===== src/rtl/msig_pkg.sv =====
// ----------------------------------------------------------------------------
// msig_pkg
// Shared types, codes and helper functions for the masked signature sniffer.
// ----------------------------------------------------------------------------
package msig_pkg;

  // default sizes
  localparam int SLOTS_DEF           = 16;
  localparam int MAX_PATTERN_LEN_DEF = 16;
  localparam int FORMATS_DEF         = 16;

  // xpm comment length and the score that ends the ranking
  localparam int         XPM_LEN       = 9;
  localparam logic [6:0] PERFECT_SCORE = 7'd100;

  // input item modes
  localparam logic [1:0] MODE_PAT  = 2'd0;
  localparam logic [1:0] MODE_HDR  = 2'd1;
  localparam logic [1:0] MODE_DATA = 2'd2;

  // per-byte mask codes
  localparam logic [2:0] MASK_EQ      = 3'd0;
  localparam logic [2:0] MASK_NE      = 3'd1;
  localparam logic [2:0] MASK_ZERO    = 3'd2;
  localparam logic [2:0] MASK_NONZERO = 3'd3;

  // one stored pattern byte
  typedef struct packed {
    logic [2:0] code;
    logic [7:0] value;
  } pat_entry_t;

  // slot header without the length, whose width follows the pattern size
  typedef struct packed {
    logic       en;
    logic [3:0] fmt;
    logic [6:0] rel;
    logic       anch;
  } slot_hdr_t;

  // control from the sequencer to the score store
  typedef struct packed {
    logic       clear;
    logic       rec;
    logic [3:0] rec_fmt;
    logic [6:0] rec_rel;
    logic       rank_rd;
  } score_ctl_t;

  // one masked byte compare
  function automatic logic byte_ok(pat_entry_t p, logic [7:0] b);
    logic ok;
    case (p.code)
      MASK_EQ:      ok = (b == p.value);
      MASK_NE:      ok = (b != p.value);
      MASK_ZERO:    ok = (b == 8'h00);
      MASK_NONZERO: ok = (b != 8'h00);
      default:      ok = 1'b1;
    endcase
    return ok;
  endfunction

  // text of the xpm comment, slash star space XPM space star slash
  function automatic logic [7:0] xpm_char(logic [3:0] idx);
    logic [7:0] c;
    case (idx)
      4'd0:    c = 8'h2F;
      4'd1:    c = 8'h2A;
      4'd2:    c = 8'h20;
      4'd3:    c = 8'h58;
      4'd4:    c = 8'h50;
      4'd5:    c = 8'h4D;
      4'd6:    c = 8'h20;
      4'd7:    c = 8'h2A;
      4'd8:    c = 8'h2F;
      default: c = 8'h00;
    endcase
    return c;
  endfunction

endpackage


===== src/rtl/msig_pattern_mem.sv =====
// ----------------------------------------------------------------------------
// msig_pattern_mem
// Pattern byte store: one row per slot, written a byte at a time, read a row
// at a time with registered read data.
// ----------------------------------------------------------------------------
module msig_pattern_mem #(
  parameter int SLOTS           = msig_pkg::SLOTS_DEF,
  parameter int MAX_PATTERN_LEN = msig_pkg::MAX_PATTERN_LEN_DEF,
  localparam int SLOT_IW = (SLOTS > 1) ? $clog2(SLOTS) : 1,
  localparam int POS_IW  = (MAX_PATTERN_LEN > 1) ? $clog2(MAX_PATTERN_LEN) : 1
) (
  input  logic                 clk,
  input  logic                 we,
  input  logic [SLOT_IW-1:0]   wr_slot,
  input  logic [POS_IW-1:0]    wr_pos,
  input  msig_pkg::pat_entry_t wr_data,
  input  logic [SLOT_IW-1:0]   rd_slot,
  output msig_pkg::pat_entry_t rd_row [MAX_PATTERN_LEN]
);

  msig_pkg::pat_entry_t mem [SLOTS][MAX_PATTERN_LEN];

  // byte-lane write, whole-row registered read
  always_ff @(posedge clk) begin
    if (we) begin
      mem[wr_slot][wr_pos] <= wr_data;
    end
    rd_row <= mem[rd_slot];
  end

endmodule


===== config.mk =====
export PLATFORM = sky130hd
export DESIGN_NAME = msig_pattern_mem
export DESIGN_NICKNAME = d
export VERILOG_FILES = /design/src/rtl/msig_pkg.sv /design/src/rtl/msig_pattern_mem.sv
export SDC_FILE = /design/constraint.sdc
export NUM_CORES = 2
export LEC_CHECK = 0
export BUFFER_PORTS_ARGS = -buffer_cell sky130_fd_sc_hd__buf_2
export CAP_MARGIN = 10
export CORE_MARGIN = 2
export CORE_UTILIZATION = 26
export CTS_BUF_LIST = sky130_fd_sc_hd__clkbuf_4 sky130_fd_sc_hd__clkbuf_8
export CTS_CLUSTER_SIZE = 30
export DETAILED_ROUTE_END_ITERATION = 10
export GPL_TIMING_DRIVEN = 1
export PLACE_DENSITY_LB_ADDON = 0.3
export SETUP_SLACK_MARGIN = 0.2
export SLEW_MARGIN = 20
export SYNTH_ARGS = -nofsm -noshare
export SYNTH_HDL_FRONTEND = slang
export SYNTH_SLANG_ARGS = --single-unit

===== constraint.sdc =====
create_clock -name clk -period 3 [get_ports clk]
set_input_delay 0.3 -clock clk [delete_from_list [all_inputs] [get_ports clk]]
set_output_delay 0.3 -clock clk [all_outputs]
set_load 0.05 [all_outputs]

Word level (Yosys, flattened, before mapping)
Memories as Yosys holds them, arrays and structs flattened. A register that Yosys moved wholly into a read port is not among the register bits.
Cells that the tools add are included.
W data, S select, Z words.
- magnitude comparators: 2
- muxes and demuxes: 4
- bitwise operators: 1
- reduce and logical (&&, ||, !) cells: 1
- operators with widths (cell ; count):
    $mux W176 ; 1
    $demux W11 S4 ; 1
    $mux W11 ; 1
    $ge A5 B5 Y1 const B ; 1
    $lt A5 B1 Y1 const B ; 1
    $not A4 Y5 ; 1
    $logic_and A1 B1 Y1 ; 1
    $mux W1 ; 1
- flip-flop bits (word level): 0
- memory bits (writable): 2816
- output and inout port bits: 176
- logic and storage cells: 9
- memories: 1
- memories (memory ; words ; bits a word ; read ports ; clocked after Yosys merged registers in ; write ports ; line ; text):
    mem ; 16 ; 176 ; 1 ; 1 ; 1 ; msig_pattern_mem.sv:21 ; msig_pkg::pat_entry_t mem [SLOTS][MAX_PATTERN_LEN];

Longest topological paths before layout
- depth in word-level cells: 6
- mapped depth: 8
- mapped depth without buffers: 3

Least setup slack after synthesis
No wires, ideal clock.
- path type: input to register
- from: input wr_pos[2]
- to: memory mem[10][132] (netlist bit), enable pin
- library setup time: 378 ps
- arrival time: 1612 ps
- setup slack: 1009 ps
- stages on the path: 4
- cells stage by stage: nor3b_1 nand3_1 clkbuf_1 nor2_1
- cells in the longest elaborated chain, start to end: 6
- elaborated cells on any way between the ends: 7
- classes of those cells: order compare: 2; mux: 3; bitwise: 1; reduce/logical: 1
- ends and longest elaborated chain (item ; line ; text):
    from (decl) ; msig_pattern_mem.sv:15 ; input logic [POS_IW-1:0] wr_pos,
    $not A4 Y5 (not written as such) * ; msig_pattern_mem.sv:26 ; mem[wr_slot][wr_pos] <= wr_data;
    $ge A5 B5 Y1 (not written as such) / $lt A5 B1 Y1 (equally long branches) ; msig_pattern_mem.sv:26 ;
    $logic_and A1 B1 Y1 (not written as such) ; msig_pattern_mem.sv:26 ;
    $mux W11 (not written as such) ; msig_pattern_mem.sv:26 ;
    $demux W11 S4 * ; msig_pattern_mem.sv:26 ;
    $mux W176 (not written as such) * ; msig_pattern_mem.sv:26 ;
    to (decl) ; msig_pattern_mem.sv:21 ;
Every way passes the cells marked *; elsewhere a longest branch is shown, timed or not.

==> key figures <==
Drt
  – DR pass1 iterations: 8
  – Number of vias per cell: between 4 and 5
  – Initial drt markers: ~4,900
  – Antenna Violating Nets Remaining: 0
  – Vias: about 55,000
  – Remaining DRCs: 21
  – Wirelength per Cell: 26.3 µm
  – DRT Wirelength: between 300,000 and 400,000 µm

Clock tree
  – Clock tree sinks: ~3,000
  – Clock root buffer master: clkbuf_8
  – Post-CTS sizing: 0
  – CTS tree: built
  – Clock slew at reported path FFs: ~0.05 ns
  – Clk Latency, worst-skew pair: 1.16 ns
  – Setup repair bufs after CTS: 0
  – Clock Path Buffers: 4
  – H-tree lvl count: 6
  – Cts bufs inserted: 521

Power
  – Leak pwr: 42.8 nW
  – Switch Pwr: 0.0211 W
  – Sequential power share: 0.519
  – Clock power share: 0.424
  – Switching share of power: 0.236
  – Comb power frac: 0.057
  – Power Density: 669 nW/µm²
  – VDD IR-drop max: 0.488 mV
  – P_int: 0.0681 W
  – Final Power: between 0.08 and 0.09 W

Timing
  – Final Critical Period: 2.43 ns
  – Hold slack: 0.181 ns
  – Final hold vios: 0
  – Final setup TNS: 0 ns
  – Worst Tran Pin Value: 1.11 ns
  – RSZ-0062 raised after global routing: no
  – Max_slew headroom: 0.262
  – Fmax: between 0.4 and 0.5 GHz
  – Period utilization: 0.809
  – Max-slew violations: 0
  – Clock skew: 0.0557 ns
  – Final number of setup-violating endpoints: 0

Synthesis
  – Seq/Total Area, Yosys: 0.797
  – Post-synthesis cell area: 110,000 µm²
  – Synthesized net count: between 4,000 and 5,000
  – Synthesis Warnings: 0
  – Yosys reg bits: 2,992
  – Post-Syn Area per Cell: 22.4 µm²
  – Mapped Cells: 4,929
  – Netlist cell types: 27

Global routing
  – Initial antenna violation count: 28
  – Largest net degree at the start of global routing: 125
  – Vias in the first global route: about 58,000
  – Global Route Usage Sum: 0.143
  – Overflow after GRT: 0
  – First-pass GRT wire length: around 440,000 µm

Run status
  – Outcome: finished, violations left
  – Failing checks: design-rule violations

Setup path
  – Max FO, Critical Path: 27
  – CP Launch Type: input port
  – Crit end category: register
  – WP data required: between 4 and 5 ns
  – Worst-path cell with the longest stage delay: dlygate4sd3_1
  – CP Class: in2reg
  – Crit path largest cell delay: 0.60 ns
  – Crit path arrival time: 3.47 ns
  – CP cell instances: dlygate4sd3_1 -> buf_8 -> buf_12 -> buf_12 -> mux2_2 -> a221oi_1 -> a22oi_1 -> dlygate4sd3_1

Layout
  – Fin cells: around 12,000
  – Commonest non-fill, non-tap cell in the layout: edfxtp_1
  – Fill count: 40,800
  – Net total in the final layout: ~6,000
  – Ratio of cells with drive above 1 in the final layout: 0.375
  – Most frequent cells in the layout: edfxtp_1, mux4_2, clkbuf_8
  – Finished Cell Area: 133,000 µm²
  – Area growth from synthesis to layout: 20.6%

Place
  – Placement Cell Area: 122,000 µm²
  – Dpl hpwl: 191,000 µm
  – Number of placed instances, taps included: 11,100
  – Final GP Congestion: 0.744
  – Port bufs: 200

Job
  – Max-Cap Viols: 0

Die
  – I/O pin cnt: 201
  – Core area: 423,000 µm²
  – Row cnt: roughly 240
  – Die height: around 660 µm
  – Initial Util: 0.261
  – Die Area: 430,000 µm²
  – Chip width: roughly 660 µm

Hold path
  – Hold WC Path Type: in2reg
## final timing paths
path                         start  cells past startpoint  slack (ns)                     end
max                     rd_slot[0]                      8        0.57     rd_row[124]$_DFF_P_
min                    wr_data[10]                      2        0.18  mem[12][164]$_DFFE_PP_
max reg2reg   mem[5][11]$_DFFE_PP_                      4        1.01      rd_row[11]$_DFF_P_
min reg2reg  mem[15][83]$_DFFE_PP_                      3        0.66      rd_row[83]$_DFF_P_
## synthesized netlist by cell type (all sizes together)
library cell	instances	share of area
edfxtp	2816	0.77
mux4	649	0.13
a22oi	290	0.020
nor2	262	0.0089
dfxtp	176	0.032
buf	160	0.0083
nand2	143	0.0049
clkbuf	118	0.0040
mux2	103	0.010
nor2b	48	0.0027
o221ai	36	0.0029
mux2i	33	0.0030
o21ai	29	0.0013
nand2b	21	0.0012
a221oi	19	0.0015
nand3	10	0.00045
o22a	7	0.00055
and2	3	0.00017
and3b	2	0.00016
and3	1	0.000057
nand4	1	0.000057
nor3b	1	0.000068
or2	1	0.000057
## through the flow
| stage | setup WS (ns) | utilization |
|---|---|---|
| global route | 0.476 | 0.315 |
| floorplan | 1.01 | - |
| finish | 0.574 | 0.315 |
| global placement | -0.853 | 0.289 |
| CTS | 0.411 | 0.315 |
| detailed placement | 0.243 | 0.289 |
## registers in the layout, summed over array words and instances, names as in the netlist
signal and flops:
rd_row 176, mem 2816
## kinds of logic after synthesis
kind of cell / Yosys count / synth area share
buffers and inverters: 278 / 0.0123
AO/OA/AOI/OAI: 381 / 0.0259
flip-flops: 2992 / 0.797
multiplexers: 785 / 0.146
AND/OR/NAND/NOR: 493 / 0.0187
## power by group through the flow
stage	logic, W	registers (W)	clock network (W)
after global routing	0.00541	0.0463	0.0407
after detailed placement	0.00520	0.0472	0
final	0.00510	0.0463	0.0379
after CTS	0.00524	0.0463	0.0389
after floorplan	0.00188	0.0478	0
after global placement	0.00514	0.0472	0
## cell type report
class / count / area, µm² / area share
Sequential cell: 2992 / 88100 / 0.661
Antenna cell: 20 / 50.0 / 0.000376
Tap cell: 5663 / 7090 / 0.0532
Clock buffer: 749 / 9100 / 0.0683
Clock inverter: 179 / 1420 / 0.0106
Timing Repair Buffer: 764 / 6360 / 0.0477
Multi-Input combinational cell: 1659 / 21200 / 0.159
## routing by layer
metal  global-route usage  routed length (µm)  part of all wire
met1                0.184              130000              0.41
met4               0.0423                8310             0.026
met3               0.0283               19800             0.063
met2                0.243              158000              0.50
met5                    0                   0                 0
## worst max-delay path, delay by kind of cell
kind            cells  cell delay, ns
buf+inv             5            2.04
compound gates      2            0.63
mux                 1            0.36
## repair_timing
item	in CTS	in global routing
endpoints found under the setup margin	0	0
hold endpoints to repair	2600	0
hold buffers	24	0
No activity file was read; power rests on OpenSTA's default activity.
