==> src/rtl/msig_pkg.sv <==
// ----------------------------------------------------------------------------
// msig_pkg
// Shared types, codes and helper functions for the masked signature sniffer.
// ----------------------------------------------------------------------------
package msig_pkg;

  // default sizes
  localparam int SLOTS_DEF           = 16;
  localparam int MAX_PATTERN_LEN_DEF = 16;
  localparam int FORMATS_DEF         = 16;

  // xpm comment length and the score that ends the ranking
  localparam int         XPM_LEN       = 9;
  localparam logic [6:0] PERFECT_SCORE = 7'd100;

  // input item modes
  localparam logic [1:0] MODE_PAT  = 2'd0;
  localparam logic [1:0] MODE_HDR  = 2'd1;
  localparam logic [1:0] MODE_DATA = 2'd2;

  // per-byte mask codes
  localparam logic [2:0] MASK_EQ      = 3'd0;
  localparam logic [2:0] MASK_NE      = 3'd1;
  localparam logic [2:0] MASK_ZERO    = 3'd2;
  localparam logic [2:0] MASK_NONZERO = 3'd3;

  // one stored pattern byte
  typedef struct packed {
    logic [2:0] code;
    logic [7:0] value;
  } pat_entry_t;

  // slot header without the length, whose width follows the pattern size
  typedef struct packed {
    logic       en;
    logic [3:0] fmt;
    logic [6:0] rel;
    logic       anch;
  } slot_hdr_t;

  // control from the sequencer to the score store
  typedef struct packed {
    logic       clear;
    logic       rec;
    logic [3:0] rec_fmt;
    logic [6:0] rec_rel;
    logic       rank_rd;
  } score_ctl_t;

  // one masked byte compare
  function automatic logic byte_ok(pat_entry_t p, logic [7:0] b);
    logic ok;
    case (p.code)
      MASK_EQ:      ok = (b == p.value);
      MASK_NE:      ok = (b != p.value);
      MASK_ZERO:    ok = (b == 8'h00);
      MASK_NONZERO: ok = (b != 8'h00);
      default:      ok = 1'b1;
    endcase
    return ok;
  endfunction

  // text of the xpm comment, slash star space XPM space star slash
  function automatic logic [7:0] xpm_char(logic [3:0] idx);
    logic [7:0] c;
    case (idx)
      4'd0:    c = 8'h2F;
      4'd1:    c = 8'h2A;
      4'd2:    c = 8'h20;
      4'd3:    c = 8'h58;
      4'd4:    c = 8'h50;
      4'd5:    c = 8'h4D;
      4'd6:    c = 8'h20;
      4'd7:    c = 8'h2A;
      4'd8:    c = 8'h2F;
      default: c = 8'h00;
    endcase
    return c;
  endfunction

endpackage

==> src/rtl/msig_match_unit.sv <==
// ----------------------------------------------------------------------------
// msig_match_unit
// Shared slot compare: checks one slot's masked pattern against the newest
// bytes of the window and decides whether the slot matches now.
// ----------------------------------------------------------------------------
module msig_match_unit #(
  parameter int MAX_PATTERN_LEN = msig_pkg::MAX_PATTERN_LEN_DEF,
  parameter int CB_W            = 5,
  localparam int LEN_W  = $clog2(MAX_PATTERN_LEN + 1),
  localparam int WIN_IW = (MAX_PATTERN_LEN > 1) ? $clog2(MAX_PATTERN_LEN) : 1
) (
  input  msig_pkg::slot_hdr_t  hdr,
  input  logic [LEN_W-1:0]     len,
  input  logic                 matched,
  input  logic [CB_W-1:0]      prev_count,
  input  msig_pkg::pat_entry_t row [MAX_PATTERN_LEN],
  input  logic [7:0]           window [MAX_PATTERN_LEN],
  output logic                 hit
);

  logic [MAX_PATTERN_LEN-1:0] lane_ok;
  logic                       all_ok;
  logic                       place_ok;
  logic [CB_W:0]              prev_ext;
  logic [CB_W:0]              len_ext;

  // pattern byte j lines up with window byte len-1-j
  always_comb begin
    logic [LEN_W-1:0] widx;
    for (int j = 0; j < MAX_PATTERN_LEN; j++) begin
      widx = len - LEN_W'(1) - LEN_W'(j);
      if (LEN_W'(j) < len) begin
        lane_ok[j] = msig_pkg::byte_ok(row[j], window[widx[WIN_IW-1:0]]);
      end else begin
        lane_ok[j] = 1'b1;
      end
    end
  end

  assign all_ok   = &lane_ok;
  assign prev_ext = (CB_W + 1)'(prev_count);
  assign len_ext  = (CB_W + 1)'(len);

  // anchored needs the pattern to end on this byte from offset zero
  always_comb begin
    if (hdr.anch) begin
      place_ok = (prev_ext + (CB_W + 1)'(1) == len_ext);
    end else begin
      place_ok = (prev_ext + (CB_W + 1)'(1) >= len_ext);
    end
  end

  assign hit = hdr.en && !matched && ((len == '0) || (place_ok && all_ok));

endmodule

==> config.mk <==
export PLATFORM = sky130hd
export DESIGN_NAME = msig_match_unit
export DESIGN_NICKNAME = d
export VERILOG_FILES = /design/src/rtl/msig_pkg.sv /design/src/rtl/msig_match_unit.sv
export SDC_FILE = /design/constraint.sdc
export NUM_CORES = 1
export LEC_CHECK = 0
export BUFFER_PORTS_ARGS = -buffer_cell sky130_fd_sc_hd__buf_2
export CORE_ASPECT_RATIO = 1.25
export CORE_MARGIN = 1
export CORE_UTILIZATION = 40
export DETAILED_ROUTE_END_ITERATION = 6
export MAX_ROUTING_LAYER = met4
export PLACE_DENSITY = 0.68
export SYNTH_ARGS = -nofsm -noshare
export SYNTH_HDL_FRONTEND = slang
export SYNTH_SLANG_ARGS = --single-unit
==> constraint.sdc <==
create_clock -name vclk -period 11.2
set_input_delay 3.36 -clock vclk [all_inputs]
set_output_delay 3.36 -clock vclk [all_outputs]
set_load 0.05 [all_outputs]
# Word level (Yosys, flattened, before mapping)
# Index checks and enable logic that the tools add are counted.
# classes
add_sub_neg	17
magnitude_cmp	33
reduce_logical	55
eq_ne	81
bitwise_logic	16
muxes	81
# ops
operator	count
$bmux 8 s4	16
$mux 8	32
$eq 8x8->1	16
$logic_not 8->1	16
$ne 8x8->1	16
$reduce_bool 8->1	16
$eq 3x2->1 const B	32
$ge 5x5->1 const B	16
$not 4->5	16
$pmux 1 s4	16
$eq 3x1->1 const B	16
$logic_not 3->1	16
$lt 4x5->1 const A	8
$sub 4x4->4 const B	8
$lt 3x5->1 const A	4
$mux 1	17
$reduce_and 16->1	1
$sub 4x3->4 const B	4
$lt 1x5->1 const A	2
$lt 2x5->1 const A	2
$sub 4x1->4 const B	2
$sub 4x2->4 const B	2
$add 5x1->6 const B	1
$eq 6x5->1	1
5 further kinds	7
# word_totals
reg_bits	0
wordCells	283
out_inout_bits	1
inputBits	328

# Logic depth before layout (Yosys ltp)
# logic_depth
word_depth	13
ltp_mapped	24
depth_no_buf	14

# Least setup slack after synthesis
# Ideal clock, no wire load.
# synth_path
kind	in2out
start	input port len[0]
end	output port hit
arrival_ps	9048
path_slack_ps	-1208
path_buffers	9
t_required_ps	7840
cell_stages	22
path_cell_list	buf_6 > buf_4 > inv_2 > buf_6 > buf_4 > buf_4 > ha_1 > buf_6 > buf_6 > buf_6 > nand3_1 > o21ai_0 > xnor2_1 > buf_4 > mux4_2 > nor4_1 > nand2_1 > xor2_1 > a311oi_1 > nand4_1 > or4b_1 > o31ai_1
# synth_between
elab_chain_cells	13
word_cells_on_any_way	200
classes_between	add/sub: 16; order compare: 17; eq/ne: 33; mux: 81; bitwise: 16; reduce/logical: 37
# synth_rtl
item	line_no	text
start: declaration	msig_match_unit.sv:13	input logic [LEN_W-1:0] len,
$sub 4x1->4	msig_match_unit.sv:31	widx = len - LEN_W'(1) - LEN_W'(j);
$sub 4x1->4 (tied with other cells)	msig_match_unit.sv:31	
$not 4->5 (not written as such)	msig_match_unit.sv:33	lane_ok[j] = msig_pkg::byte_ok(row[j], window[widx[WIN_IW-1:0]]);
$bmux 8 s4	msig_match_unit.sv:33	
$mux 8 (not written as such) (2 in a row)	msig_match_unit.sv:33	
$ne 8x8->1 (tied with other cells)	msig_pkg.sv:55	MASK_NE: ok = (b != p.value);
$pmux 1 s4	msig_pkg.sv:53	case (p.code)
$mux 1	msig_match_unit.sv:32	if (LEN_W'(j) < len) begin
$reduce_and 16->1	msig_match_unit.sv:40	assign all_ok = &lane_ok;
$logic_and 1x1->1	msig_match_unit.sv:53	assign hit = hdr.en && !matched && ((len == '0) || (place_ok && all_ok));
$logic_or 1x1->1 (*)	msig_match_unit.sv:53	
$logic_and 1x1->1 (*)	msig_match_unit.sv:53	
end: declaration	msig_match_unit.sv:18	output logic hit
# Every way passes the cells marked *; elsewhere a longest branch is shown, timed or not. The select of a mux whose other input is x is not followed.

# Final worst setup path
# Ends and elaborated chain as after synthesis.

==> summary.txt <==
Finish
  • Layout net count: 1862
  • Fraction of layout cells with a size suffix above 1: 0.4688
  • Num sequential: 0
  • Area occupied by multi-input gates: 9686 um^2
  • Final Instance Area: 13370 um^2
  • Final Util: 0.5437
  • Clk_buf instances: 0
  • Most frequent cells in the layout: buf_2, mux2i_1, buf_4, mux4_2, nand2_1
  • Syn-to-layout area delta: 32.64%
  • Commonest non-fill, non-tap cell in the layout: buf_2
  • Fill cells: 2276
  • Sequential cell area: 0 um^2
  • Post-route insts no fill: 1854

Global route
  • Gr ovfl total: 0
  • Initial antenna violation count: 1
  • Total GRT Usage: 0.3529
  • Largest net degree at the start of global routing: 54
  • First-pass GRT wire length: 66430 um
  • Vias in the first global route: 11280

STA
  • Hold slack: 7.201 ns
  • Worst slew margin: 0.4197
  • F_max: 0.09010 GHz
  • Fin crit share: 0.9910
  • Slew @ Worst Pin: 0.8596 ns
  • Minimum clock period: 11.10 ns
  • Setup violations, final: 0
  • Final Max Slew Viols: 0
  • Final hold vios: 0

Clock tree
  • Hold_buf cts: 0

Drt
  • Drt drc: 0
  • Drt pass-1 iters: 5
  • Vias per cell: 6.388
  • Final WL: 45740 um
  • Vias: 11840
  • DR iter-0 viols: 885
  • Remaining antenna violation count: 0
  • Routed length per instance: 24.67 um

Worst hold path
  • Hold Path Class: in2out

Job
  • Max-cap viol count: 0

Die
  • Die Y: 179.5 um
  • Die Width: 144.0 um
  • Starting Density: 0.4099
  • Cell Rows: 64
  • Core box area: 24580 um^2
  • I/O pins: 329
  • Die footprint: 25840 um^2

Logic synthesis
  • Unique masters post-synth: 80
  • Yosys Warn Count: 0
  • Syn Area/Cell: 9.070 um^2
  • Synth area leader: mux4_2
  • Post-synth top area share: 0.2682
  • Ranking of synthesized cells by area: mux4_2, mux2i_1, xnor2_1, mux2_2, xor2_1
  • Synthesized instance count: 1111
  • Mapped Area: 10080 um^2
  • Register area share after synthesis: 0
  • Syn Nets: 1448

Pwr
  • Leak: 5.754 nW
  • PD cells: 80.07 nW/um^2
  • Worst vdd ir: 0.00003661 V

Placement
  • DP Wirelength: 38950 um
  • Area after DPL: 12960 um^2
  • RD Place Congestion: 1.100
  • Placed cell count: 1834
  • I/O Buffers: 318

Setup path
  • CP arrival: 7.74 ns
  • Req. time, crit path: 7.84 ns
  • Startpoint Class: input port
  • Max Fanout on Critical Path: 8
  • Critical path class: in2out
  • CP endpoint kind: output port

Status
  • Outcome: complete, no violations
[worst paths after layout]
| path | start | endpoint | cells past startpoint |
|---|---|---|---|
| max | len[0] | hit | 20 |
| min | matched | hit | 4 |
[timing repair]
action / 4_1_cts / 5_1_grt
endpoints found under the setup margin: 1 / 1
setup buffers: 0 / 16
endpoints found under the hold margin: 0 / 0
resized for setup: 11 / 27
gates cloned: 1 / 2
pin swaps: 1 / 8
[cell families after synthesis]
| logic type | count (synthesis) | share of synthesized area |
|---|---|---|
| and+or+nand+nor | 337 | 0.1749 |
| xor gates and xnor gates | 155 | 0.1373 |
| AOI/OAI and AO/OA | 176 | 0.1243 |
| buffers and inverters | 94 | 0.05811 |
| adders and majority gates | 9 | 0.01117 |
| muxes | 340 | 0.4942 |
[power by group]
group	internal, mW	leakage (nW)	switching (mW)
Sequential	0	0	0
Combinational	0.507	5.75	0.564
Clock	0.0000000119	0.00000634	0
[per-stage QoR]
| stage | power (mW) | worst slack [ns] | TNS, ns |
|---|---|---|---|
| floorplan | 0.6527 | -0.04115 | -0.04115 |
| global placement | 0.9958 | -0.2141 | -0.2141 |
| detailed placement | 1.008 | -0.2383 | -0.2383 |
| CTS | 1.020 | 0.005737 | 0 |
| global route | 1.129 | -0.002661 | -0.002661 |
| finish | 1.070 | 0.1012 | 0 |
[worst max-delay path, stage by stage]
cell and delay [ns]:
buf_4 0.14, inv_8 0.04, ha_4 0.27, buf_12 0.15, buf_12 0.14, clkbuf_16 0.17
buf_4 0.14, mux2i_1 0.13, mux2_2 0.34, mux4_2 0.54, xnor2_1 0.16, nor4_2 0.31
buf_4 0.17, nand2_1 0.06, xnor2_1 0.33, nor4_1 0.10, a311oi_1 0.26, or4b_4 0.51
o31ai_4 0.21, buf_6 0.19
[Yosys cell counts, types with 10 or more instances]
master	count
a22oi_1	31
buf_6	13
nor2_1	53
mux4_2	120
clkbuf_1	21
a21oi_1	32
buf_2	22
inv_1	11
mux2_2	54
nand3_1	30
mux2i_1	162
a211oi_1	33
nor4_1	34
xor2_1	68
nor3_1	20
nand4_1	27
nand2_1	105
a31oi_1	10
xnor2_1	85
buf_4	17
o21ai_0	19
[layout make-up]
type / count / area share
antenna: 1 / 0.0001872
inverter: 12 / 0.003931
multi-input combinational: 1017 / 0.7246
tap: 330 / 0.03089
timing repair buffer: 494 / 0.2404
[per-layer routing]
layer | global-route usage | wire [um]
met2 | 0.5807 | 21700
met3 | 0.03410 | 3691
met1 | 0.4186 | 17160
met5 | - | 0
met4 | 0.1936 | 3178
Note: power is estimated with default switching activity, not from simulation.
