File: src/rtl/msig_pkg.sv
// ----------------------------------------------------------------------------
// msig_pkg
// Shared types, codes and helper functions for the masked signature sniffer.
// ----------------------------------------------------------------------------
package msig_pkg;

  // default sizes
  localparam int SLOTS_DEF           = 16;
  localparam int MAX_PATTERN_LEN_DEF = 16;
  localparam int FORMATS_DEF         = 16;

  // xpm comment length and the score that ends the ranking
  localparam int         XPM_LEN       = 9;
  localparam logic [6:0] PERFECT_SCORE = 7'd100;

  // input item modes
  localparam logic [1:0] MODE_PAT  = 2'd0;
  localparam logic [1:0] MODE_HDR  = 2'd1;
  localparam logic [1:0] MODE_DATA = 2'd2;

  // per-byte mask codes
  localparam logic [2:0] MASK_EQ      = 3'd0;
  localparam logic [2:0] MASK_NE      = 3'd1;
  localparam logic [2:0] MASK_ZERO    = 3'd2;
  localparam logic [2:0] MASK_NONZERO = 3'd3;

  // one stored pattern byte
  typedef struct packed {
    logic [2:0] code;
    logic [7:0] value;
  } pat_entry_t;

  // slot header without the length, whose width follows the pattern size
  typedef struct packed {
    logic       en;
    logic [3:0] fmt;
    logic [6:0] rel;
    logic       anch;
  } slot_hdr_t;

  // control from the sequencer to the score store
  typedef struct packed {
    logic       clear;
    logic       rec;
    logic [3:0] rec_fmt;
    logic [6:0] rec_rel;
    logic       rank_rd;
  } score_ctl_t;

  // one masked byte compare
  function automatic logic byte_ok(pat_entry_t p, logic [7:0] b);
    logic ok;
    case (p.code)
      MASK_EQ:      ok = (b == p.value);
      MASK_NE:      ok = (b != p.value);
      MASK_ZERO:    ok = (b == 8'h00);
      MASK_NONZERO: ok = (b != 8'h00);
      default:      ok = 1'b1;
    endcase
    return ok;
  endfunction

  // text of the xpm comment, slash star space XPM space star slash
  function automatic logic [7:0] xpm_char(logic [3:0] idx);
    logic [7:0] c;
    case (idx)
      4'd0:    c = 8'h2F;
      4'd1:    c = 8'h2A;
      4'd2:    c = 8'h20;
      4'd3:    c = 8'h58;
      4'd4:    c = 8'h50;
      4'd5:    c = 8'h4D;
      4'd6:    c = 8'h20;
      4'd7:    c = 8'h2A;
      4'd8:    c = 8'h2F;
      default: c = 8'h00;
    endcase
    return c;
  endfunction

endpackage

File: src/rtl/msig_score_rank.sv
// ----------------------------------------------------------------------------
// msig_score_rank
// Per-format score store and ranking: keeps the first matching slot's
// relevance for each format, then walks the formats to pick the winner.
// ----------------------------------------------------------------------------
module msig_score_rank #(
  parameter int FORMATS = msig_pkg::FORMATS_DEF,
  localparam int FMT_IW = (FORMATS > 1) ? $clog2(FORMATS) : 1
) (
  input  logic                 clk,
  input  logic                 rst,
  input  msig_pkg::score_ctl_t ctl,
  input  logic [FMT_IW-1:0]    rank_idx,
  output logic [6:0]           best_score,
  output logic [3:0]           best_format
);

  logic [FORMATS-1:0] taken;
  logic [6:0]         scores [FORMATS];
  logic [FMT_IW-1:0]  rec_idx;
  logic               rec_ok;
  logic [6:0]         rd_score;
  logic [FMT_IW-1:0]  rd_fmt;
  logic               rd_vld;
  logic               stop;
  logic [FMT_IW-1:0]  sel;

  assign rec_idx = FMT_IW'(ctl.rec_fmt);
  assign rec_ok  = ctl.rec && (32'(ctl.rec_fmt) < FORMATS) && !taken[rec_idx];

  // first matching slot of a format sets its score
  always_ff @(posedge clk) begin
    if (rst || ctl.clear) begin
      taken <= '0;
    end else if (rec_ok) begin
      taken[rec_idx] <= 1'b1;
    end
  end

  // score values and registered ranking read
  always_ff @(posedge clk) begin
    if (rec_ok) begin
      scores[rec_idx] <= ctl.rec_rel;
    end
    rd_score <= taken[rank_idx] ? scores[rank_idx] : 7'd0;
    rd_fmt   <= rank_idx;
  end

  // running best, lowest format wins ties, a perfect score ends the walk
  always_ff @(posedge clk) begin
    if (rst || ctl.clear) begin
      rd_vld     <= 1'b0;
      stop       <= 1'b0;
      best_score <= 7'd0;
      sel        <= '0;
    end else begin
      rd_vld <= ctl.rank_rd;
      if (rd_vld && !stop) begin
        if (rd_score > best_score) begin
          best_score <= rd_score;
          sel        <= rd_fmt;
        end
        if (rd_score >= msig_pkg::PERFECT_SCORE) begin
          stop <= 1'b1;
        end
      end
    end
  end

  assign best_format = 4'(sel);

endmodule

File: config.mk
export PLATFORM = sky130hd
export DESIGN_NAME = msig_score_rank
export DESIGN_NICKNAME = d
export VERILOG_FILES = /design/src/rtl/msig_pkg.sv /design/src/rtl/msig_score_rank.sv
export SDC_FILE = /design/constraint.sdc
export NUM_CORES = 1
export LEC_CHECK = 0
export BUFFER_PORTS_ARGS = -buffer_cell sky130_fd_sc_hd__buf_2
export CAP_MARGIN = 20
export CORE_MARGIN = 8
export CORE_UTILIZATION = 40
export CTS_CLUSTER_DIAMETER = 30
export DETAILED_ROUTE_END_ITERATION = 8
export PLACE_DENSITY = 0.63
export SLEW_MARGIN = 0
export SYNTH_ARGS = -nofsm -noshare
export SYNTH_HDL_FRONTEND = slang
export SYNTH_SLANG_ARGS = --single-unit
File: constraint.sdc
create_clock -name clk -period 2.1 [get_ports clk]
set_input_delay 0.105 -clock clk [delete_from_list [all_inputs] [get_ports clk]]
set_output_delay 0.105 -clock clk [all_outputs]
set_load 0.05 [all_outputs]
* After elaboration in Yosys (flattened, before gate mapping)
Memories as Yosys holds them, arrays and structs flattened. A register that Yosys moved wholly into a read port is not among the register bits.
Cells that the tools add are included.
** Storage, ports and cells
- Register bits after elaboration :: 33
- RAM bits :: 112
- Input bits :: 20
- Output and inout port bits :: 11
- Logic and storage cells :: 30
- Memories :: 1
** Memories
- scores :: words 16, width 7, rd ports 1, clocked after Yosys merged registers in 1, write ports 1, RTL line msig_score_rank.sv:19 : logic [6:0] scores [FORMATS];
** Cells by class
- Order comparisons :: 5
- Mux-type cells :: 8
- Bitwise operators :: 1
- Reductions and logical operators :: 9
** Operators with widths (number)
- $or A16 B16 Y16 :: 1
- $lt A4 B5 Y1 const B :: 2
- $bmux W1 S4 :: 2
- $ge A7 B7 Y1 const B :: 1
- $gt A7 B7 Y1 :: 1
- $mux W1 :: 5
- $demux W1 S4 :: 1
- $ge A4 B1 Y1 const B :: 1
- $reduce_and A2 Y1 :: 2
- $logic_and A1 B1 Y1 :: 3
- $logic_not A1 Y1 :: 3
- $logic_or A1 B1 Y1 :: 1

* Longest topological paths before layout
Gate-level depths: netlist (run 1).
- Depth after elaboration :: 6
- Mapped depth :: 7
- Depth with buffers taken out :: 6

* Worst setup path after synthesis (run 1)
Ideal clock, no wire load.
- Kind :: reg-to-reg
- Start point :: reg taken[5]
- End point :: mem scores[4][0], enable pin
- Setup time :: 0.383 ns
- Arrival :: 1.717 ns
- Data required time :: 1.717 ns
- Slack :: 0.000 ns
- Cell stages (with the launch flop) :: 4
- Buffers on the path :: 0
- Cells stage by stage :: dfxtp_1 mux4_1 or3_4 nor3_1
** Between the ends
- Longest elaborated chain between the ends :: 6
** Ends and longest elaborated chain
- from (decl) :: RTL line msig_score_rank.sv:18 : logic [FORMATS-1:0] taken;
- from (signal assigned) :: RTL line msig_score_rank.sv:34 : taken <= '0;
- from (signal, indexed assignment) :: RTL line msig_score_rank.sv:36 : taken[rec_idx] <= 1'b1;
- $bmux W1 S4 :: RTL line msig_score_rank.sv:29 : assign rec_ok = ctl.rec && (32'(ctl.rec_fmt) < FORMATS) && !taken[rec_idx];
- $mux W1 (not written as such) :: RTL line msig_score_rank.sv:29
- $logic_not A1 Y1 :: RTL line msig_score_rank.sv:29
- $logic_and A1 B1 Y1 :: RTL line msig_score_rank.sv:29
- $mux W1 :: RTL line msig_score_rank.sv:42 : if (rec_ok) begin
- $mux W1 (not written as such) :: RTL line msig_score_rank.sv:43 : scores[rec_idx] <= ctl.rec_rel;
- to (decl) :: RTL line msig_score_rank.sv:19
Every way passes these cells. The select of a mux whose other input is x is not followed.

* Worst setup path in the final report (run 1)
- Start point :: reg taken[3]
- End point :: mem scores[0][2], enable pin
The elaborated chain is that of the path after synthesis.

==> metrics, run 1 <==
run status finished clean; number of clock buffers inserted by TritonCTS 17; per-cell routed wire length 20.3 um; input/output buffers 30; class of the tightest hold or removal check primary input to register; Hold Fails Final Rpt 0; initial detailed-routing violation count 280; Die Outline Area 19,000 sq um; critical path startpoint category register; post-synthesis cell area approximately 5900 sq um; sequential fraction of the synthesis area 0.700; pin count of the biggest net entering global routing 40; number of setup violations in the final report 0; most frequent standard cell in the layout excluding fill and tap cells edfxtp_1; WL final 12.1 mm; static leakage power roughly 2.5 nW; Post-synth EDFFs 112; number of antenna violations at the first check in global routing 0; Root Buffer Master clkbuf_16; H-tree depth 4; worst relative slew slack 0.677; iteration count of the initial detailed-routing pass 4; crit share post-route 0.902; Worst EP required 2220 ps; number of violations of the max-capacitance limit 0; hold depth 2; die width 138 um; final weighted congestion of routability-driven global placement 0.765; Remaining DRCs 0; CP max FO 8; total power divided by cell area about 960 nW/um^2; Syn-to-layout area delta 19.6%; total via count in the routed design 3,203; vias in the first global route 3,373; Synth Net Count 366; Slew @ Worst Pin 484 ps; number of pins with negative max-slew slack in the final report 0; Primary FF master, synth edfxtp_1; Yosys top cell by area edfxtp_1; register clock-pin slew on the reported worst setup and hold paths about 60 ps; endpoint type of the worst setup path register; global-route wire length before repair roughly 19 mm; post-place setup slack 215 ps; synthesized instance count 339; total global-route track usage 0.139; synthesized area divided by synthesized cell count between 15 and 20 sq um; Worst Hold Margin 88.2 ps; largest clock skew in the final design just over 7 ps; commonest cells after routing, fill and taps aside edfxtp_1 (112), dfxtp_1 (40), mux4_2 (33), buf_2 (30), nand2_1 (26); fmax 528 MHz; total grt overflow 0; fin nets 427; leading cell types by total area after synthesis edfxtp_1 (57%), dfxtp_1 (13%), mux4_2 (13%); clk_lat worst skew 410 ps; Starting Density 0.409; post-CTS sizing 0; warning count from the yosys run 0; VDD IR-drop max 0.000777 V; setup repair after global routing missed its margin no; Worst R2R Path Depth 4; Rows 44; # diodes 0; Antenna Violating Nets Remaining 0; fraction of registers with async set/reset 0; clock tree from TritonCTS built; arrival time reported for the critical path endpoint 2010 ps; I/O pin total 31; Max clock buf depth 2; worst setup path category register to register; number of sinks on the clock net 152; synthesized flop and latch total 152; Worst Setup Slack, final 207 ps; HPWL after detailed placement 7.99 mm; count of cell types in the netlist 35; core region area 14,500 sq um; minimum clock period after layout about 1900 ps; final sum of negative setup slack 0 ps; top-area cell type share of the netlist area 0.566; fill cell total of the finished layout 1,226; average via count per standard cell around 5.4; Die Span Y 138 um; fraction of layout instances using a drive strength above 1 0.298
## layout make-up
type / instances / area (sq um) / area share
clock buffers: 19 / 433 / 0.0609
inverters: 10 / 37.5 / 0.00528
multi-input cells: 160 / 1650 / 0.233
flip-flops and latches: 152 / 4160 / 0.586
well taps: 184 / 230 / 0.0324
repair buffers: 59 / 390 / 0.0549
clock inverters: 13 / 201 / 0.0283
## stage by stage
step	cells	utilization	area [sq um]	power, W
after floorplan	339	-	5950	0.00353
after global placement	561	0.443	6440	0.00365
after detailed placement	561	0.443	6440	0.00366
after CTS	597	0.489	7110	0.00691
after global routing	597	0.489	7110	0.00707
final	597	0.489	7110	0.00684
## state kept, by name, indices dropped and copies added (netlist names)
name / cells
rd_score: 7
stop: 1
scores: 112
best_score: 7
best_format: 4
rd_vld: 1
taken: 16
rd_fmt: 4
## report_power, final
part	switching (W)	internal [W]	total (W)	leakage, nW
clock network	0.00114	0.00210	0.00324	0.315
registers	0.0000141	0.00327	0.00329	1.34
logic	0.000177	0.000129	0.000306	0.828
total	0.00133	0.00551	0.00684	2.48
## cell families after synthesis
logic type	after synthesis	share of synthesized area
mux	55	0.165
simple gates	61	0.0520
fa+ha+maj	7	0.0147
buf+inv	27	0.0219
flops	152	0.700
compound gates	37	0.0461
## worst max-delay path, cell delays in order (launching register included)
cell and delay [ps]:
dfxtp_1 320, mux4_2 450, or4b_4 520, nor3_2 120
buf_4 190
## synth_stat cells, drive strengths merged, types with 7 or more instances
cell type  number
o21a           16
a211oi         14
buf            11
mux4           34
nor2b           8
dfxtp          40
edfxtp        112
nand2          26
ha              7
nor2            7
mux2i          20
inv            10
## path summary, 6_finish.rpt
check                                  from              to  slack, ps
worst max-delay path               taken[3]    scores[0][2]        210
worst max register to register     taken[3]    scores[0][2]        210
worst min-delay path            rank_idx[0]       rd_fmt[0]         90
worst min register to register    rd_fmt[1]  best_format[1]        450
## layer usage
| metal | track usage | part of all wire |
|---|---|---|
| met1 | 0.191 | 0.49 |
| met2 | 0.207 | 0.46 |
| met3 | 0.0409 | 0.047 |
| met4 | 0.0484 | 0.0057 |
| met5 | 0 | 0 |
## timing repair
item                                    in CTS  in global routing
hold endpoints to repair                     3                  0
hold buffers                                 4                  0
buffers inserted                             0                  0
endpoints found under the setup margin       0                  0
Power figures use the tool's default switching activity.
==> run 2: changes to the inputs <==
--- a/config.mk
+++ b/config.mk
@@ -11,6 +11,7 @@
 export CORE_UTILIZATION = 40
 export CTS_CLUSTER_DIAMETER = 30
 export DETAILED_ROUTE_END_ITERATION = 8
+export MAX_ROUTING_LAYER = met4
 export PLACE_DENSITY = 0.63
 export SLEW_MARGIN = 0
 export SYNTH_ARGS = -nofsm -noshare
==> metrics, run 2 (same netlist as run 1, synthesis figures left out) <==
run status finished clean; Worst R2R Path Depth 4 (unchanged); H-tree depth 4 (unchanged); final weighted congestion of routability-driven global placement 0.775 (+1.3%); switching share of power 0.194 (-0.000402); CP max FO 8 (unchanged); register clock-pin slew on the reported worst setup and hold paths 60 ps (about the same); Remaining DRCs 0 (unchanged); area taken by multi-input logic gates 1650 sq um (unchanged); Syn-to-layout area delta 19.6% (unchanged); I/O pin total 31 (unchanged); pin count of the biggest net entering global routing 40 (unchanged); share of total power in the clock network 0.474 (about the same); fraction of layout instances using a drive strength above 1 0.298 (unchanged); most frequent standard cell in the layout excluding fill and tap cells edfxtp_1; WL final 12.1 mm (about the same); class of the tightest hold or removal check primary input to register; worst relative slew slack 0.689 (+0.0113); Worst Hold Margin 90.1 ps (+1.95 ps); Largest register FFs 112 (unchanged); commonest cells after routing, fill and taps aside edfxtp_1 (112), dfxtp_1 (40), mux4_2 (33), buf_2 (30), nand2_1 (26); worst setup path category register to register; static leakage power 2.48 nW (unchanged); total global-route track usage 0.143 (+0.00380); total power divided by cell area 961 nW/um^2 (about the same); fill cell total of the finished layout 1,226 (unchanged); crit share post-route 0.903 (+0.00168); Worst EP required 2220 ps (about the same); per-cell routed wire length 20.3 um (about the same); post-CTS sizing 0 (unchanged); # diodes 0 (unchanged); number of sinks on the clock net 152 (unchanged); number of violations of the max-capacitance limit 0 (unchanged); Slew @ Worst Pin 467 ps (-17.0 ps); vias in the first global route 3,380 (+0.21%); logic depth of the worst setup path including buffers 4 (unchanged); Max clock buf depth 2 (unchanged); final sum of negative setup slack 0 ps (unchanged); NetSw 0.00133 W (-0.25%); hold depth 2 (unchanged); clock tree from TritonCTS built; Hold Fails Final Rpt 0 (unchanged); average via count per standard cell 5.35 (-0.22%); die width 138 um (unchanged); Slowest-stage cell, CP or4b_4; arrival time reported for the critical path endpoint 2010 ps (about the same); number of pins with negative max-slew slack in the final report 0 (unchanged); area used by sequential logic in the layout 4160 sq um (unchanged); number of clock buffers inserted by TritonCTS 17 (unchanged); setup repair after global routing missed its margin no; number of buffers and inverters on the critical path 1 (unchanged); core region area 14,500 sq um (unchanged); iteration count of the initial detailed-routing pass 4 (unchanged); kind of cell with the highest combined delay on the critical path simple AND/OR/NAND/NOR gates; registers with the highest flip-flop counts scores (112), taken (16); VDD IR-drop max 0.000778 V (+0.11%); cell internal power dissipation 0.00551 W (about the same); total via count in the routed design 3,196 (-0.22%); largest clock skew in the final design 6.85 ps (-0.333 ps); number of antenna violations at the first check in global routing 0 (unchanged); Die Outline Area 19,000 sq um (unchanged); worst-path cell chain mux4_2 > or4b_4 > nor3_2 > buf_4; critical path startpoint category register; number of setup violations in the final report 0 (unchanged); Die Span Y 138 um (unchanged); global-route wire length before repair 19.1 mm (about the same); endpoint type of the worst setup path register; Rows 44 (unchanged); Starting Density 0.409 (unchanged); Seq pwr share 0.481 (about the same); clk_lat worst skew 410 ps (about the same); Antenna Violating Nets Remaining 0 (unchanged); worst stage delay on the critical path 520 ps (about the same); input/output buffers 30 (unchanged); minimum clock period after layout 1900 ps (+3.52 ps); total grt overflow 0 (unchanged); fmax 527 MHz (-0.19%); fin nets 427 (unchanged); combinational fraction of design power 0.045 (about the same); initial detailed-routing violation count 283 (+1.1%); largest register by flop count scores; Root Buffer Master clkbuf_16; HPWL after detailed placement 7.99 mm (unchanged)
==> run 2: cell counts in the layout (fill, tap and decap cells not counted) <==
No cell type changed its count.
==> run 2: metrics by stage <==
step | worst slack [ps] | power (W) | instance area, sq um | std cells | utilization
detailed placement | 215 | 0.00366 | 6440 | 561 | 0.443
global placement | 237 | 0.00365 | 6440 | 561 | 0.443
CTS | 202 | 0.00691 | 7110 | 597 | 0.489
global route | 137 | 0.00707 | 7110 | 597 | 0.489
finish | 203 | 0.00684 | 7110 | 597 | 0.489
floorplan | 0.401 | 0.00353 | 5950 | 339 | -
==> run 2: final timing paths <==
kind,from,endpoint,slack [ps]
hold reg to reg,rd_fmt[1],best_format[1],450
setup reg to reg,taken[3],scores[0][2],200
setup / recovery,taken[3],scores[0][2],200
hold / removal,rank_idx[0],rd_fmt[0],90
==> run 2: layout make-up <==
cell class,count,area share
Sequential cell,152,0.586
Multi-Input combinational cell,160,0.233
Clock buffer,19,0.0609
Timing Repair Buffer,59,0.0549
Tap cell,184,0.0324
Clock inverter,13,0.0283
Inverter,10,0.00528
==> run 2: per-layer routing <==
metal  GRT usage  routed length (um)
met1       0.192                5940
met2       0.208                5580
met4      0.0484                  94
met5           -                   0
met3      0.0384                 492
==> run 2: power by group through the flow <==
| stage | Sequential [W] | Clock, W | Combinational, W |
|---|---|---|---|
| after floorplan | 0.00335 | 0 | 0.000179 |
| after global placement | 0.00335 | 0 | 0.000300 |
| after detailed placement | 0.00335 | 0 | 0.000306 |
| after CTS | 0.00329 | 0.00331 | 0.000311 |
| after global routing | 0.00329 | 0.00345 | 0.000331 |
| final | 0.00329 | 0.00324 | 0.000305 |
==> run 2: repair_timing <==
action / CTS / global route
hold buffers: 4 / 0
hold endpoints to repair: 3 / 0
setup buffers: 0 / 0
==> run 3: changes to the inputs <==
--- a/config.mk
+++ b/config.mk
@@ -7,12 +7,12 @@
 export LEC_CHECK = 0
 export BUFFER_PORTS_ARGS = -buffer_cell sky130_fd_sc_hd__buf_2
 export CAP_MARGIN = 20
-export CORE_MARGIN = 8
 export CORE_UTILIZATION = 40
-export CTS_CLUSTER_DIAMETER = 30
+export CTS_CLUSTER_DIAMETER = 60
 export DETAILED_ROUTE_END_ITERATION = 8
 export MAX_ROUTING_LAYER = met4
 export PLACE_DENSITY = 0.63
+export SETUP_SLACK_MARGIN = 0.3
 export SLEW_MARGIN = 0
 export SYNTH_ARGS = -nofsm -noshare
 export SYNTH_HDL_FRONTEND = slang
==> metrics, run 3 (same netlist as run 1, synthesis figures left out) <==
Worst R2R Path Depth 4 (unchanged); hold depth 1 (-1); H-tree depth 4 (unchanged); total grt overflow 0 (unchanged); Largest register FFs 112 (unchanged); average via count per standard cell 5.36 (about the same); combinational fraction of design power 0.048 (+0.003); # diodes 0 (unchanged); Seq pwr share 0.481 (about the same); Starting Density 0.409 (unchanged); static leakage power 2.54 nW (+2.5%); NetSw 0.00136 W (+2.3%); iteration count of the initial detailed-routing pass 6 (+2); Worst EP required 2230 ps (about the same); endpoint type of the worst setup path register; post-place setup slack -6.67 ps (-222 ps); share of total power in the clock network 0.471 (-0.003); number of pins with negative max-slew slack in the final report 0 (unchanged); Slowest-stage cell, CP or4b_4; register clock-pin slew on the reported worst setup and hold paths 60 ps (about the same); Worst Setup Slack, final 86.4 ps (-117 ps); fraction of layout instances using a drive strength above 1 0.358 (+0.0600); worst stage delay on the critical path 610 ps (+90 ps); switching share of power 0.199 (+0.00457); initial detailed-routing violation count 255 (-9.9%); worst relative slew slack 0.627 (-0.0617); reg-to-reg endpoint scores[0][2]; Max clock buf depth 2 (unchanged); fin nets 436 (+2.1%); worst setup path category register to register; cell internal power dissipation 0.00547 W (-0.60%); Slew @ Worst Pin 560 ps (+92.6 ps); pin count of the biggest net entering global routing 40 (unchanged); post-layout instance count excluding filler cells 606 (+1.5%); number of antenna violations at the first check in global routing 0 (unchanged); I/O pin total 31 (unchanged); Worst R2R Start taken[2]; CP max FO 8 (unchanged); Antenna Violating Nets Remaining 0 (unchanged); fmax 497 MHz (-5.8%); Min-Delay Endpoint scores[9][0]; VDD IR-drop max 0.000605 V (-22%); number of violations of the max-capacitance limit 0 (unchanged); cell total after placement 558 (-0.53%); WL final 12.0 mm (-0.71%); global-route wire length before repair 18.3 mm (-3.8%); clk_lat worst skew 420 ps (about the same); crit share post-route 0.959 (+0.0556); cell area after placement 6450 sq um (+0.21%); largest clock skew in the final design 7.24 ps (+0.389 ps); total global-route track usage 0.176 (+0.0330); vias in the first global route 3,322 (-1.7%); setup repair after global routing missed its margin yes; registers with the highest flip-flop counts scores (112), taken (16); fill cell total of the finished layout 1,220 (-0.49%); Syn-to-layout area delta 23.4%; clock tree from TritonCTS built; commonest cells after routing, fill and taps aside edfxtp_1 (112), mux4_2 (34), buf_2 (30), dfxtp_1 (28), nand2_1 (26); r2r setup slk 90 ps (-120 ps); input/output buffers 30 (unchanged); number of clock buffers inserted by TritonCTS 17 (unchanged); run status finished clean; class of the tightest hold or removal check primary input to register; origin of the worst min-delay path ctl[1]; Die Span Y 124 um (-10%); Die Outline Area 15,400 sq um (-19%); per-cell routed wire length 19.8 um (-2.2%); Root Buffer Master clkbuf_16; number of sinks on the clock net 152 (unchanged); minimum clock period after layout 2010 ps (+117 ps); final sum of negative setup slack 0 ps (unchanged); arrival time reported for the critical path endpoint 2150 ps (+140 ps); total via count in the routed design 3,246 (+1.6%); worst-path cell chain mux4_2 > or4b_4 > nor3_4 > buf_12; critical path startpoint category register; Total Power Consumption 0.00683 W (about the same); largest register by flop count scores; die width 124 um (-10%); Hold Fails Final Rpt 0 (unchanged); final design area excluding fillers 7330 sq um (+3.1%); core region area 14,500 sq um (unchanged); Remaining DRCs 0 (unchanged); number of setup violations in the final report 0 (unchanged); Rows 44 (unchanged); most frequent standard cell in the layout excluding fill and tap cells edfxtp_1; total power divided by cell area 932 nW/um^2 (-3.1%); final weighted congestion of routability-driven global placement 0.798 (+3.0%); HPWL after detailed placement 7.67 mm (-4.1%)
run 3: final cells by class:
| cell class | count | area [sq um] | area share |
|---|---|---|---|
| Clock inverter | 10 | 168 | 0.0229 |
| Multi-Input combinational cell | 160 | 1710 | 0.234 |
| Inverter | 10 | 37.5 | 0.00512 |
| Tap cell | 184 | 230 | 0.0314 |
| Timing Repair Buffer | 68 | 539 | 0.0735 |
| Clock buffer | 22 | 464 | 0.0633 |
| Sequential cell | 152 | 4180 | 0.570 |
run 3: metrics by stage:
step / hold slack (ps) / util
2_1_floorplan: 133 / -
3_3_place_gp: 293 / 0.444
3_5_place_dp: 293 / 0.444
4_1_cts: 72.9 / 0.502
5_1_grt: 73.3 / 0.505
6_report: 83.6 / 0.505
run 3: power groups by stage:
stage	Clock [W]	Sequential (W)	Combinational (W)
5_1_grt	0.00340	0.00329	0.000350
2_1_floorplan	0	0.00335	0.000183
3_3_place_gp	0	0.00335	0.000298
3_5_place_dp	0	0.00335	0.000305
6_report	0.00322	0.00329	0.000325
4_1_cts	0.00326	0.00329	0.000326
run 3: critical path: cells and delay by family (launching register included):
family	cells	cell delay, ps
buf+inv	1	150
flops	1	330
simple gates	2	790
mux	1	460
run 3: per-layer routing:
layer | part of all wire | vias to the layer above | GRT usage
li1 | - | 1482 | -
met1 | 0.45 | 1647 | 0.228
met2 | 0.48 | 93 | 0.262
met3 | 0.045 | 24 | 0.0513
met4 | 0.022 | 0 | 0.0685
met5 | 0 | - | -
run 3: timing repair:
item / CTS / global route
hold buffers: 5 / 0
endpoints found under the setup margin: 61 / 74
hold endpoints to repair: 4 / 0
pin swaps: 7 / 5
gates resized for setup: 19 / 6
setup buffers: 10 / 1
run 3: worst max-delay path by stage:
| stage | cells after the start | from | endpoint |
|---|---|---|---|
| floorplan | 3 | taken[3] | scores[0][0] |
| global placement | 3 | taken[3] | scores[3][2] |
| detailed placement | 3 | taken[3] | scores[2][5] |
| CTS | 4 | taken[3] | scores[0][2] |
| global route | 4 | taken[3] | scores[0][2] |
| finish | 4 | taken[2] | scores[0][2] |
